`src/rtl/qalu_pkg.sv`:
```
// qalu_pkg: opcodes, constants and stage payload types for the q16.16 alu
// no dependencies; used by every file of the block
package qalu_pkg;

	localparam logic [3:0] OP_ADD      = 4'd0;
	localparam logic [3:0] OP_SUB      = 4'd1;
	localparam logic [3:0] OP_MUL      = 4'd2;
	localparam logic [3:0] OP_DIV      = 4'd3;
	localparam logic [3:0] OP_MOD      = 4'd4;
	localparam logic [3:0] OP_CMP      = 4'd5;
	localparam logic [3:0] OP_TRUNC    = 4'd6;
	localparam logic [3:0] OP_ROUND    = 4'd7;
	localparam logic [3:0] OP_FROM_INT = 4'd8;

	localparam int DVD_W     = 48;
	localparam int DIV_STEPS = DVD_W;

	localparam logic [31:0] SAT_MAX  = 32'h7fffffff;
	localparam logic [31:0] SAT_MIN  = 32'h80000000;
	localparam logic [33:0] HALF_LSB = 34'h8000;
	localparam logic [33:0] FRAC_RND = 34'hffff;

	typedef struct packed {
		logic [3:0]         op;
		logic signed [31:0] a;
		logic signed [31:0] b;
		logic               a_neg;
		logic               q_neg;
		logic               b_zero;
		logic [31:0]        mag_a;
		logic [31:0]        mag_b;
	} cls_t;

	typedef struct packed {
		logic [3:0]  op;
		logic        a_neg;
		logic        q_neg;
		logic        b_zero;
		logic [31:0] res;
		logic        lt;
		logic        eq;
		logic        gt;
	} side_t;

endpackage

```
`src/rtl/qalu_front.sv`:
```
// qalu_front: takes commands, classifies operands, holds them in a two-entry queue
// depends on qalu_pkg
module qalu_front (
	input  logic                clk,
	input  logic                arst_n,
	input  logic                start,
	input  logic [3:0]          op,
	input  logic signed [31:0]  operand_a,
	input  logic signed [31:0]  operand_b,
	output logic                busy,
	output logic                head_valid,
	output qalu_pkg::cls_t      head
);
	import qalu_pkg::*;

	cls_t       fifo_q [0:1];
	logic       wr_ptr_q;
	logic       rd_ptr_q;
	logic [1:0] count_q;
	cls_t       cls;
	logic       push;
	logic       pop;

	always_comb begin
		cls.op     = op;
		cls.a      = operand_a;
		cls.b      = operand_b;
		cls.a_neg  = operand_a[31];
		cls.q_neg  = operand_a[31] ^ operand_b[31];
		cls.b_zero = (operand_b == 32'sd0);
		cls.mag_a  = operand_a[31] ? (~operand_a + 32'd1) : operand_a;
		cls.mag_b  = operand_b[31] ? (~operand_b + 32'd1) : operand_b;
	end

	assign busy       = (count_q == 2'd2);
	assign push       = start && !busy;
	assign head_valid = (count_q != 2'd0);
	assign pop        = head_valid;
	assign head       = fifo_q[rd_ptr_q];

	always_ff @(posedge clk) begin
		if (push) begin
			fifo_q[wr_ptr_q] <= cls;
		end
	end

	always_ff @(posedge clk or negedge arst_n) begin
		if (!arst_n) begin
			wr_ptr_q <= 1'b0;
			rd_ptr_q <= 1'b0;
			count_q  <= 2'd0;
		end else begin
			if (push) begin
				wr_ptr_q <= ~wr_ptr_q;
			end
			if (pop) begin
				rd_ptr_q <= ~rd_ptr_q;
			end
			count_q <= count_q + {1'b0, push} - {1'b0, pop};
		end
	end

endmodule

```
`config.mk`:
```
export PLATFORM = sky130hd
export DESIGN_NAME = qalu_front
export DESIGN_NICKNAME = d
export VERILOG_FILES = /design/src/rtl/qalu_pkg.sv /design/src/rtl/qalu_front.sv
export SDC_FILE = /design/constraint.sdc
export NUM_CORES = 1
export LEC_CHECK = 0
export BUFFER_PORTS_ARGS = -buffer_cell sky130_fd_sc_hd__buf_4
export CAP_MARGIN = 25
export CORE_MARGIN = 5
export CORE_UTILIZATION = 35
export CTS_BUF_LIST = sky130_fd_sc_hd__clkbuf_8
export DETAILED_ROUTE_END_ITERATION = 8
export GPL_ROUTABILITY_DRIVEN = 1
export GPL_TIMING_DRIVEN = 0
export PLACE_DENSITY = 0.65
export SYNTH_ARGS = -nofsm -noshare
export SYNTH_HDL_FRONTEND = slang
export SYNTH_SLANG_ARGS = --single-unit
```
`constraint.sdc`:
```
create_clock -name clk -period 13.15 [get_ports clk]
set_input_delay 1.315 -clock clk [delete_from_list [all_inputs] [get_ports clk]]
set_output_delay 1.315 -clock clk [all_outputs]
set_load 0.05 [all_outputs]
```
==> impl_results.md, run 1 <==
* Run status: finished clean
* Layout cells sized above 1 at 0.448
* Initial Utilization at 0.352
* Distinct cells, synth at 34
* Worst min path class: register to register
* Cell count after synthesis at 625
* Iter 0 DRT Violations at 328
* Post-synth EDFFs at 264
* Pre-CTS setup slack at 8.82 ns
* CTS Sinks at 268
* Input/output buffers at 207
* Pwr Density at 240 nW/um^2
* Post-CTS sizing at 0
* Final Hold Fails at 0
* Hold_ws at 0.508 ns
* Hold path start: count_q[0]
* DR WL/cell at 19.4 microns
* Area Overhead vs Synth at 28.2%
* Row Count at 65
* Global route total overflow at 0
* Die Ht at 188 microns
* Reg2Reg Depth at 5
* Critical Path Start Type: register
* IO Count at 208
* Largest net degree at the start of global routing at 60
* Worst Hold Path Cells at 1
* Htree depth at 2
* Setup WS post-layout at 8.41 ns
* Worst Tran Pin Value at 0.846 ns
* Busiest layer in global routing: met2
* Synthesis-stage register bit count at 268
* Reg2Reg Launch Point: count_q[1]
* Global-route wire length before repair at 39500 microns
* Max_slew headroom at 0.436
* CP startpoint: rd_ptr_q
* Post-route minimum period at 4.74 ns
* Post-route DRC at 0
* Post-DR vias/cell at 4.82
* Number of diodes at 0
* Routed WL at 25800 microns
* Die area at 35200 sq um
* Most common cell after layout, fill and taps aside: edfxtp_1
* Syn nets at 698
* Worst Path Arrival at 3.43 ns
* Clock Tree Buf Depth at 3
* Post-route ant nets at 0
* TritonCTS Buffers at 47
* Maximum clock rate at 211 MHz
* Hpwl dp at 17600 microns
* TritonCTS clock tree: done
* Post-DP Area at 13300 sq um
* TNS Setup at 0 ns
* Clock transition at the registers of the reported paths at 0.06 ns
* Lkg Pwr at 5.04 nW
* Syn_area_per_cell at 17.7 sq um
* CTS Hold Bufs at 0
* CP Capture Type: primary output
* Crit Path Category: register to primary output
* Total Power at 0.00339 W
* DRT Pass-1 Iters at 4
* Layout net count at 961
* Slew Limit Fails at 0
* M1 GR Usage at 0.185
* Seq/Total Area, Yosys at 0.727
* Most frequent cells in the layout: 264 x edfxtp_1, 210 x buf_4, 129 x mux2_2, 59 x xnor2_1, 48 x clkbuf_8
* MaxCap Viol Count at 0
* Setup Buffers After CTS at 0
* Setup crit end: head[99]
* RSZ-0062 raised after global routing: no
* Main synth FF type: edfxtp_1
* Worst Skew at 0.0270 ns
* Post-layout instance area at 14200 sq um
* Critical Path RT at 11.84 ns
* Antenna violations before repair at 0
* Worst R2R End: fifo_q[0][29]
* Flop2flop setup slack at 11.01 ns
* Crit Path Max Fanout at 10
* Synth warnings at 0
* Root Driver: clkbuf_8
* GP Congestion at 0.740
* Finish-stage setup viols at 0
* Synth Cell Area at 11000 sq um
* Asr flop ratio synth at 0.0149
* Via count at 6395
* Total GRT Usage at 0.142
* Clk_lat worst skew at 0.56 ns
* M2 GR Usage at 0.236
* Vias in the first global route at 6784
* Met3 Usage GRT at 0.0337
* Core box area at 31400 sq um
* Die X at 188 microns
* Peak VDD IR at 0.126 mV
* Final worst-path cycle share at 0.361
[where the power goes]
group / leakage (nW) / internal (W) / switching (W)
Combinational: 2.00 / 0.000480 / 0.00103
Sequential: 2.53 / 0.00114 / 0.0000308
Clock: 0.509 / 0.000381 / 0.000330
[routing by layer]
| layer | routed length (microns) | vias up |
|---|---|---|
| li1 | - | 2998 |
| met1 | 11200 | 3186 |
| met2 | 12500 | 168 |
| met3 | 1410 | 43 |
| met4 | 667 | 0 |
| met5 | 0 | - |
[critical path: stages (launching register included)]
cell      delay [ns]
dfrtp_1         0.32
clkbuf_1        0.45
clkbuf_1        0.70
clkbuf_1        0.68
mux2_2          0.44
buf_4           0.13
buf_4           0.18
[cell families after synthesis]
group,share of synthesized area
flops,0.727
mux,0.135
xor+xnor,0.0484
compound gates,0.0373
fa+ha+maj,0.00226
simple gates,0.0370
buf+inv,0.0139
[cell type report]
cell class	instances	area, sq um
Clock inverter	39	225
Tap cell	402	503
Timing Repair Buffer	214	1720
Multi-Input combinational cell	321	2880
Clock buffer	48	661
Inverter	6	22.5
Fill cell	2815	17200
Buffer	30	131
Sequential cell	268	8030
[cell usage after synthesis (all sizes together), types with 4 or more instances]
cell type / number / share of area
nand2b: 5 / 0.0028
or4: 5 / 0.0034
nor2: 8 / 0.0027
o21ai: 16 / 0.0072
mux2: 132 / 0.13
dfrtp: 4 / 0.0091
inv: 6 / 0.0020
xnor2: 59 / 0.047
nand2: 18 / 0.0061
edfxtp: 264 / 0.72
buf: 7 / 0.0041
nor3: 8 / 0.0036
nor4: 6 / 0.0045
nand3: 5 / 0.0023
clkbuf: 23 / 0.0078
o41ai: 19 / 0.018
or3: 8 / 0.0045
o31ai: 17 / 0.012
[sequential cells by signal, summed over array words and instances, names as in the netlist]
name and count:
wr_ptr_q 1, rd_ptr_q 1, count_q 2, fifo_q 264
[per-stage QoR]
stage                     utilization  std cells
after floorplan                     -        625
after global placement          0.417       1234
after detailed placement        0.423       1241
after CTS                       0.451       1328
after global routing            0.451       1328
final                           0.451       1328
[worst min-delay path by stage]
stage,end,slack [ns]
final,count_q[1],0.51
after global routing,count_q[1],0.52
after CTS,count_q[1],0.51
after detailed placement,count_q[1],0.50
after global placement,count_q[1],0.47
after floorplan,wr_ptr_q,0.46
No activity file was read; power rests on OpenSTA's default activity.
==> run 2: changes to the inputs <==
--- a/config.mk
+++ b/config.mk
@@ -13,7 +13,7 @@
 export DETAILED_ROUTE_END_ITERATION = 8
 export GPL_ROUTABILITY_DRIVEN = 1
 export GPL_TIMING_DRIVEN = 0
-export PLACE_DENSITY = 0.65
+export PLACE_DENSITY = 0.67
 export SYNTH_ARGS = -nofsm -noshare
 export SYNTH_HDL_FRONTEND = slang
 export SYNTH_SLANG_ARGS = --single-unit
==> constraint.sdc (replaced) <==
create_clock -name clk -period 4 [get_ports clk]
set_input_delay 0.4 -clock clk [delete_from_list [all_inputs] [get_ports clk]]
set_output_delay 0.4 -clock clk [all_outputs]
set_load 0.05 [all_outputs]
==> impl_results.md, run 2 (synthesis gave the netlist of run 1 again) <==
* Htree depth at 2 (unchanged)
* Most frequent cells in the layout: 264 x edfxtp_1, 210 x buf_4, 129 x mux2_2, 59 x xnor2_1, 47 x clkbuf_8 (was 264 x edfxtp_1, 210 x buf_4, 129 x mux2_2, 59 x xnor2_1, 48 x clkbuf_8)
* Pre-CTS setup slack at 0.612 ns (was 8.82 ns)
* Clk_lat worst skew at 0.56 ns (about the same)
* Total GRT Usage at 0.148 (was 0.142)
* Most common cell after layout, fill and taps aside: edfxtp_1 (unchanged)
* WHS Endpoint: fifo_q[1][131] (was count_q[1])
* Run status: finished clean (unchanged)
* Iter 0 DRT Violations at 346 (was 328)
* CP Capture Type: primary output (unchanged)
* Crit Path Max Fanout at 10 (unchanged)
* Setup Buffers After CTS at 0 (unchanged)
* Lkg Pwr at 5.04 nW (about the same)
* Routed WL at 26500 microns (was 25800 microns)
* Worst Hold Path Cells at 1 (unchanged)
* Max_slew headroom at 0.415 (was 0.436)
* Worst Skew at 0.0346 ns (was 0.0270 ns)
* Hold path start: op[0] (was count_q[0])
* Worst min path class: input pin to register (was register to register)
* Finish-stage setup viols at 0 (unchanged)
* Reg2Reg Launch Point: count_q[1] (unchanged)
* DR WL/cell at 20.0 microns (was 19.4 microns)
* Input/output buffers at 207 (unchanged)
* Largest net degree at the start of global routing at 61 (was 60)
* RSZ-0062 raised after global routing: no (unchanged)
* Die area at 35200 sq um (unchanged)
* Hpwl dp at 18200 microns (was 17600 microns)
* TritonCTS Buffers at 45 (was 47)
* Row Count at 65 (unchanged)
* Layout cells sized above 1 at 0.450 (was 0.448)
* Global-route wire length before repair at 40900 microns (was 39500 microns)
* Global route total overflow at 0 (unchanged)
* Die X at 188 microns (unchanged)
* GP Congestion at 0.750 (was 0.740)
* Critical Path Start Type: register (unchanged)
* Core box area at 31400 sq um (unchanged)
* TritonCTS clock tree: done (unchanged)
* Final Hold Fails at 0 (unchanged)
* TNS Setup at 0 ns (unchanged)
* Setup WS post-layout at 0.537 ns (was 8.41 ns)
* Maximum clock rate at 289 MHz
* Vias in the first global route at 6986 (was 6784)
* DRT Pass-1 Iters at 4 (unchanged)
* Post-route ant nets at 0 (unchanged)
* Pwr Density at 783 nW/um^2 (was 240 nW/um^2)
* Number of diodes at 0 (unchanged)
* Hold_ws at 0.0582 ns (was 0.508 ns)
* Peak VDD IR at 0.429 mV (was 0.126 mV)
* IO Count at 208 (unchanged)
* Worst Path Arrival at 3.06 ns (was 3.43 ns)
* Slew Limit Fails at 0 (unchanged)
* Crit Path Category: register to primary output (unchanged)
* Clock transition at the registers of the reported paths at 0.06 ns (about the same)
* Post-DR vias/cell at 4.89 (was 4.82)
* Via count at 6476 (was 6395)
* Post-DP Area at 13300 sq um (about the same)
* Reg2Reg Depth at 7 (was 5)
* Final worst-path cycle share at 0.866
* Post-layout instance area at 14200 sq um (about the same)
* Area Overhead vs Synth at 28.1% (was 28.2%)
* Clock Tree Buf Depth at 3 (unchanged)
* Worst R2R End: fifo_q[0][20] (was fifo_q[0][29])
* Root Driver: clkbuf_8 (unchanged)
* Largest Register: fifo_q (unchanged)
* Post-route DRC at 0 (unchanged)
* Critical Path RT at 3.60 ns (was 11.84 ns)
* Worst Tran Pin Value at 0.869 ns (was 0.846 ns)
* Initial Utilization at 0.352 (unchanged)
* Layout net count at 962 (was 961)
* MaxCap Viol Count at 0 (unchanged)
* Top flop regs: fifo_q (264), count_q (2) (unchanged)
* Antenna violations before repair at 0 (unchanged)
* Flop2flop setup slack at 1.45 ns (was 11.01 ns)
* Final Util at 0.451 (about the same)
* Die Ht at 188 microns (unchanged)
* Post-route minimum period at 3.46 ns
* CTS Sinks at 268 (unchanged)
* Max FFs per register at 264 (unchanged)
==> run 2: per-layer routing <==
layer | global-route usage | vias up | wire length, microns
li1 | - | 2978 | -
met1 | 0.191 | 3255 | 11400
met2 | 0.250 | 192 | 13100
met3 | 0.0320 | 51 | 1420
met4 | 0.0463 | 0 | 642
met5 | 0 | - | 0
==> run 2: repair_timing <==
| item | CTS | global route |
|---|---|---|
| hold endpoints to repair | 8 | 0 |
| setup endpoints to repair | 0 | 6 |
| resized for setup | 0 | 3 |
| hold buffers | 3 | 0 |
==> run 2: worst max path at each step <==
stage	start	endpoint	depth (start not counted)
2_1_floorplan	count_q[1]	fifo_q[0][100]	3
3_3_place_gp	count_q[1]	fifo_q[0][101]	3
3_5_place_dp	rd_ptr_q	head[67]	6
4_1_cts	rd_ptr_q	head[67]	6
5_1_grt	rd_ptr_q	head[99]	6
6_report	rd_ptr_q	head[67]	6
==> run 2: per-stage QoR <==
step	instances	power, W
floorplan	625	0.00734
CTS	1325	0.0113
finish	1325	0.0111
global placement	1234	0.00887
global route	1325	0.0116
detailed placement	1241	0.00896
==> run 2: area by class of cell <==
class / count / area [sq um]
plain buffers: 30 / 133
clock buffers: 47 / 647
clock inverters: 34 / 191
fillers: 2786 / 17200
inverters: 6 / 22.5
multi-input cells: 321 / 2880
flip-flops and latches: 268 / 8030
well taps: 402 / 503
repair buffers: 217 / 1750
==> run 2: critical path, cell delays in order, from the launching register on <==
cell,delay (ns)
dfrtp_1,0.32
clkbuf_1,0.43
clkbuf_2,0.47
clkbuf_1,0.56
mux2_2,0.43
buf_4,0.13
buf_4,0.18
==> run 2: where the power goes <==
group          internal [W]  switching, W  leakage, nW  total, W
logic               0.00159       0.00340         2.02   0.00498
registers           0.00375      0.000106         2.53   0.00385
clock network       0.00116       0.00109        0.489   0.00225
total               0.00649       0.00459         5.04    0.0111
==> run 3: changes to the inputs <==
--- a/config.mk
+++ b/config.mk
@@ -8,12 +8,13 @@
 export BUFFER_PORTS_ARGS = -buffer_cell sky130_fd_sc_hd__buf_4
 export CAP_MARGIN = 25
 export CORE_MARGIN = 5
-export CORE_UTILIZATION = 35
+export CORE_UTILIZATION = 25
 export CTS_BUF_LIST = sky130_fd_sc_hd__clkbuf_8
 export DETAILED_ROUTE_END_ITERATION = 8
 export GPL_ROUTABILITY_DRIVEN = 1
 export GPL_TIMING_DRIVEN = 0
-export PLACE_DENSITY = 0.67
+export HOLD_SLACK_MARGIN = 0.02
+export PLACE_DENSITY = 0.54
 export SYNTH_ARGS = -nofsm -noshare
 export SYNTH_HDL_FRONTEND = slang
 export SYNTH_SLANG_ARGS = --single-unit
==> impl_results.md, run 3 (synthesis gave the netlist of run 1 again) <==
* Via count at 6661 (was 6476)
* Total Power at 0.0114 W (was 0.0111 W)
* Max FFs per register at 264 (unchanged)
* Critical Path Start Type: register (unchanged)
* Slowest-stage cell, CP: clkbuf_1 (unchanged)
* Core box area at 43900 sq um (was 31400 sq um)
* Peak VDD IR at 0.428 mV (was 0.429 mV)
* Clk_lat worst skew at 0.58 ns (was 0.56 ns)
* Hpwl dp at 19700 microns (was 18200 microns)
* Iter 0 DRT Violations at 284 (was 346)
* Hold_ws at 0.110 ns (was 0.0582 ns)
* TritonCTS clock tree: done (unchanged)
* Antenna violations before repair at 0 (unchanged)
* CP Cell Sequence: clkbuf_1, clkbuf_2, clkbuf_1, mux2_2, buf_4, buf_4 (unchanged)
* Setup WS post-layout at 0.402 ns (was 0.537 ns)
* Number of diodes at 0 (unchanged)
* DR WL/cell at 18.1 microns (was 20.0 microns)
* Largest Register: fifo_q (unchanged)
* Most frequent cells in the layout: 264 x edfxtp_1, 210 x buf_4, 129 x mux2_2, 69 x dlygate4sd3_1, 59 x xnor2_1 (was 264 x edfxtp_1, 210 x buf_4, 129 x mux2_2, 59 x xnor2_1, 47 x clkbuf_8)
* Die Ht at 220 microns (was 188 microns)
* Filler cell count at 4298 (was 2786)
* Layout cells sized above 1 at 0.419 (was 0.450)
* Top flop regs: fifo_q (264), count_q (2) (unchanged)
* Layout net count at 1031 (was 962)
* Root Driver: clkbuf_8 (unchanged)
* GP Congestion at 0.701 (was 0.750)
* CP Capture Type: primary output (unchanged)
* Htree depth at 2 (unchanged)
* Crit path buffers/inverters at 5 (unchanged)
* Worst min path class: input pin to register (unchanged)
* Clock transition at the registers of the reported paths at 0.06 ns (about the same)
* Setup Buffers After CTS at 0 (unchanged)
* TritonCTS Buffers at 48 (was 45)
* RSZ-0062 raised after global routing: no (unchanged)
* Met3 Usage GRT at 0.0416 (was 0.0320)
* Die X at 220 microns (was 188 microns)
* CTS Sinks at 268 (unchanged)
* Final Hold Fails at 0 (unchanged)
* Post-DR vias/cell at 4.21 (was 4.89)
* Post-route DRC at 0 (unchanged)
* Busiest layer in global routing: met2 (unchanged)
* Global-route wire length before repair at 42700 microns (was 40900 microns)
* TNS Setup at 0 ns (unchanged)
* Routed WL at 28700 microns (was 26500 microns)
* Vias in the first global route at 7147 (was 6986)
* Global route total overflow at 0 (unchanged)
* Run status: finished clean (unchanged)
* Worst Path Arrival at 3.20 ns (was 3.06 ns)
* Final worst-path cycle share at 0.900 (was 0.866)
* DRT Pass-1 Iters at 4 (unchanged)
* Post-route minimum period at 3.60 ns (was 3.46 ns)
* Maximum clock rate at 278 MHz (was 289 MHz)
* M1 GR Usage at 0.137 (was 0.191)
* Crit-path max cell delay at 0.69 ns (was 0.56 ns)
* Input/output buffers at 207 (unchanged)
* Total GRT Usage at 0.116 (was 0.148)
* Initial Utilization at 0.251 (was 0.352)
* Max_slew headroom at 0.434 (was 0.415)
* Crit Path Max Fanout at 10 (unchanged)
* Final Util at 0.344 (was 0.451)
* Pwr Density at 753 nW/um^2 (was 783 nW/um^2)
* Slew Limit Fails at 0 (unchanged)
* Lkg Pwr at 5.35 nW (was 5.04 nW)
* Area Overhead vs Synth at 36.8% (was 28.1%)
* Worst Skew at 0.0116 ns (was 0.0346 ns)
* Die area at 48500 sq um (was 35200 sq um)
* M2 GR Usage at 0.194 (was 0.250)
* Critical Path RT at 3.60 ns (about the same)
* Largest net degree at the start of global routing at 58 (was 61)
* Cell family with most CP delay: buffers and inverters (unchanged)
* IO Count at 208 (unchanged)
* MaxCap Viol Count at 0 (unchanged)
* Pre-CTS setup slack at 0.371 ns (was 0.612 ns)
* Worst Tran Pin Value at 0.849 ns (was 0.869 ns)
* Clock Tree Buf Depth at 3 (unchanged)
* Post-route ant nets at 0 (unchanged)
* Row Count at 77 (was 65)
* Crit Path Category: register to primary output (unchanged)
* Finish-stage setup viols at 0 (unchanged)
* Most common cell after layout, fill and taps aside: edfxtp_1 (unchanged)
==> run 3: cell count changes in the layout (fill, tap and decap cells not counted) <==
cell and delta:
dlygate4sd3_1 +66, bufinv_16 +3, clkinv_1 +3, buf_12 +2
buf_16 -2, clkbuf_8 +2, clkinv_8 -2, clkinvlp_4 -2
inv_1 -1
==> run 3: power by group <==
group          switching [W]  leakage [nW]  internal, W  total (W)
Clock                0.00110         0.531      0.00139    0.00248
Sequential         0.0000975          2.53      0.00375    0.00384
Combinational        0.00343          2.29      0.00162    0.00505
Total                0.00463          5.35      0.00675     0.0114
==> run 3: worst paths after layout <==
check	from	to	slack, ns	cells after the start
setup / recovery	rd_ptr_q	head[99]	0.40	6
hold / removal	operand_a[31]	fifo_q[1][130]	0.11	1
setup reg to reg	count_q[1]	fifo_q[0][94]	1.99	6
hold reg to reg	count_q[0]	count_q[1]	0.50	1
max in group asynchronous	arst_n	count_q[0]	3.68	2
min in group asynchronous	arst_n	rd_ptr_q	0.21	2
==> run 3: cell type report <==
cell class	instances	area, sq um	area share
Clock inverter	35	241	0.0160
Buffer	30	133	0.00877
Timing Repair Buffer	283	2400	0.159
Inverter	6	22.5	0.00149
Clock buffer	49	674	0.0446
Multi-Input combinational cell	321	2880	0.190
Tap cell	592	741	0.0490
Sequential cell	268	8030	0.531
==> run 3: what timing repair did <==
action | 4_1_cts | 5_1_grt
endpoints found under the hold margin | 139 | 0
hold buffers | 69 | 0
endpoints found under the setup margin | 32 | 0
gates resized for setup | 1 | 0
==> run 3: metal layers <==
layer  vias to the layer above  share of wire
li1                       3117              -
met1                      3279           0.41
met2                       207           0.48
met3                        58          0.079
met4                         0          0.031
met5                         -              0
==> run 3: worst reg2reg max path, stage by stage (launching register included) <==
cell	delay, ns
dfrtp_1	0.38
nand2b_1	0.15
nand2_1	0.14
nor2_4	0.29
buf_12	0.24
buf_12	0.23
buf_12	0.26
==> run 3: stage by stage <==
| stage | instances | area, sq um |
|---|---|---|
| final | 1584 | 15100 |
| after global routing | 1584 | 15100 |
| after CTS | 1584 | 15100 |
| after detailed placement | 1431 | 13500 |
| after global placement | 1424 | 13400 |
| after floorplan | 625 | 11100 |
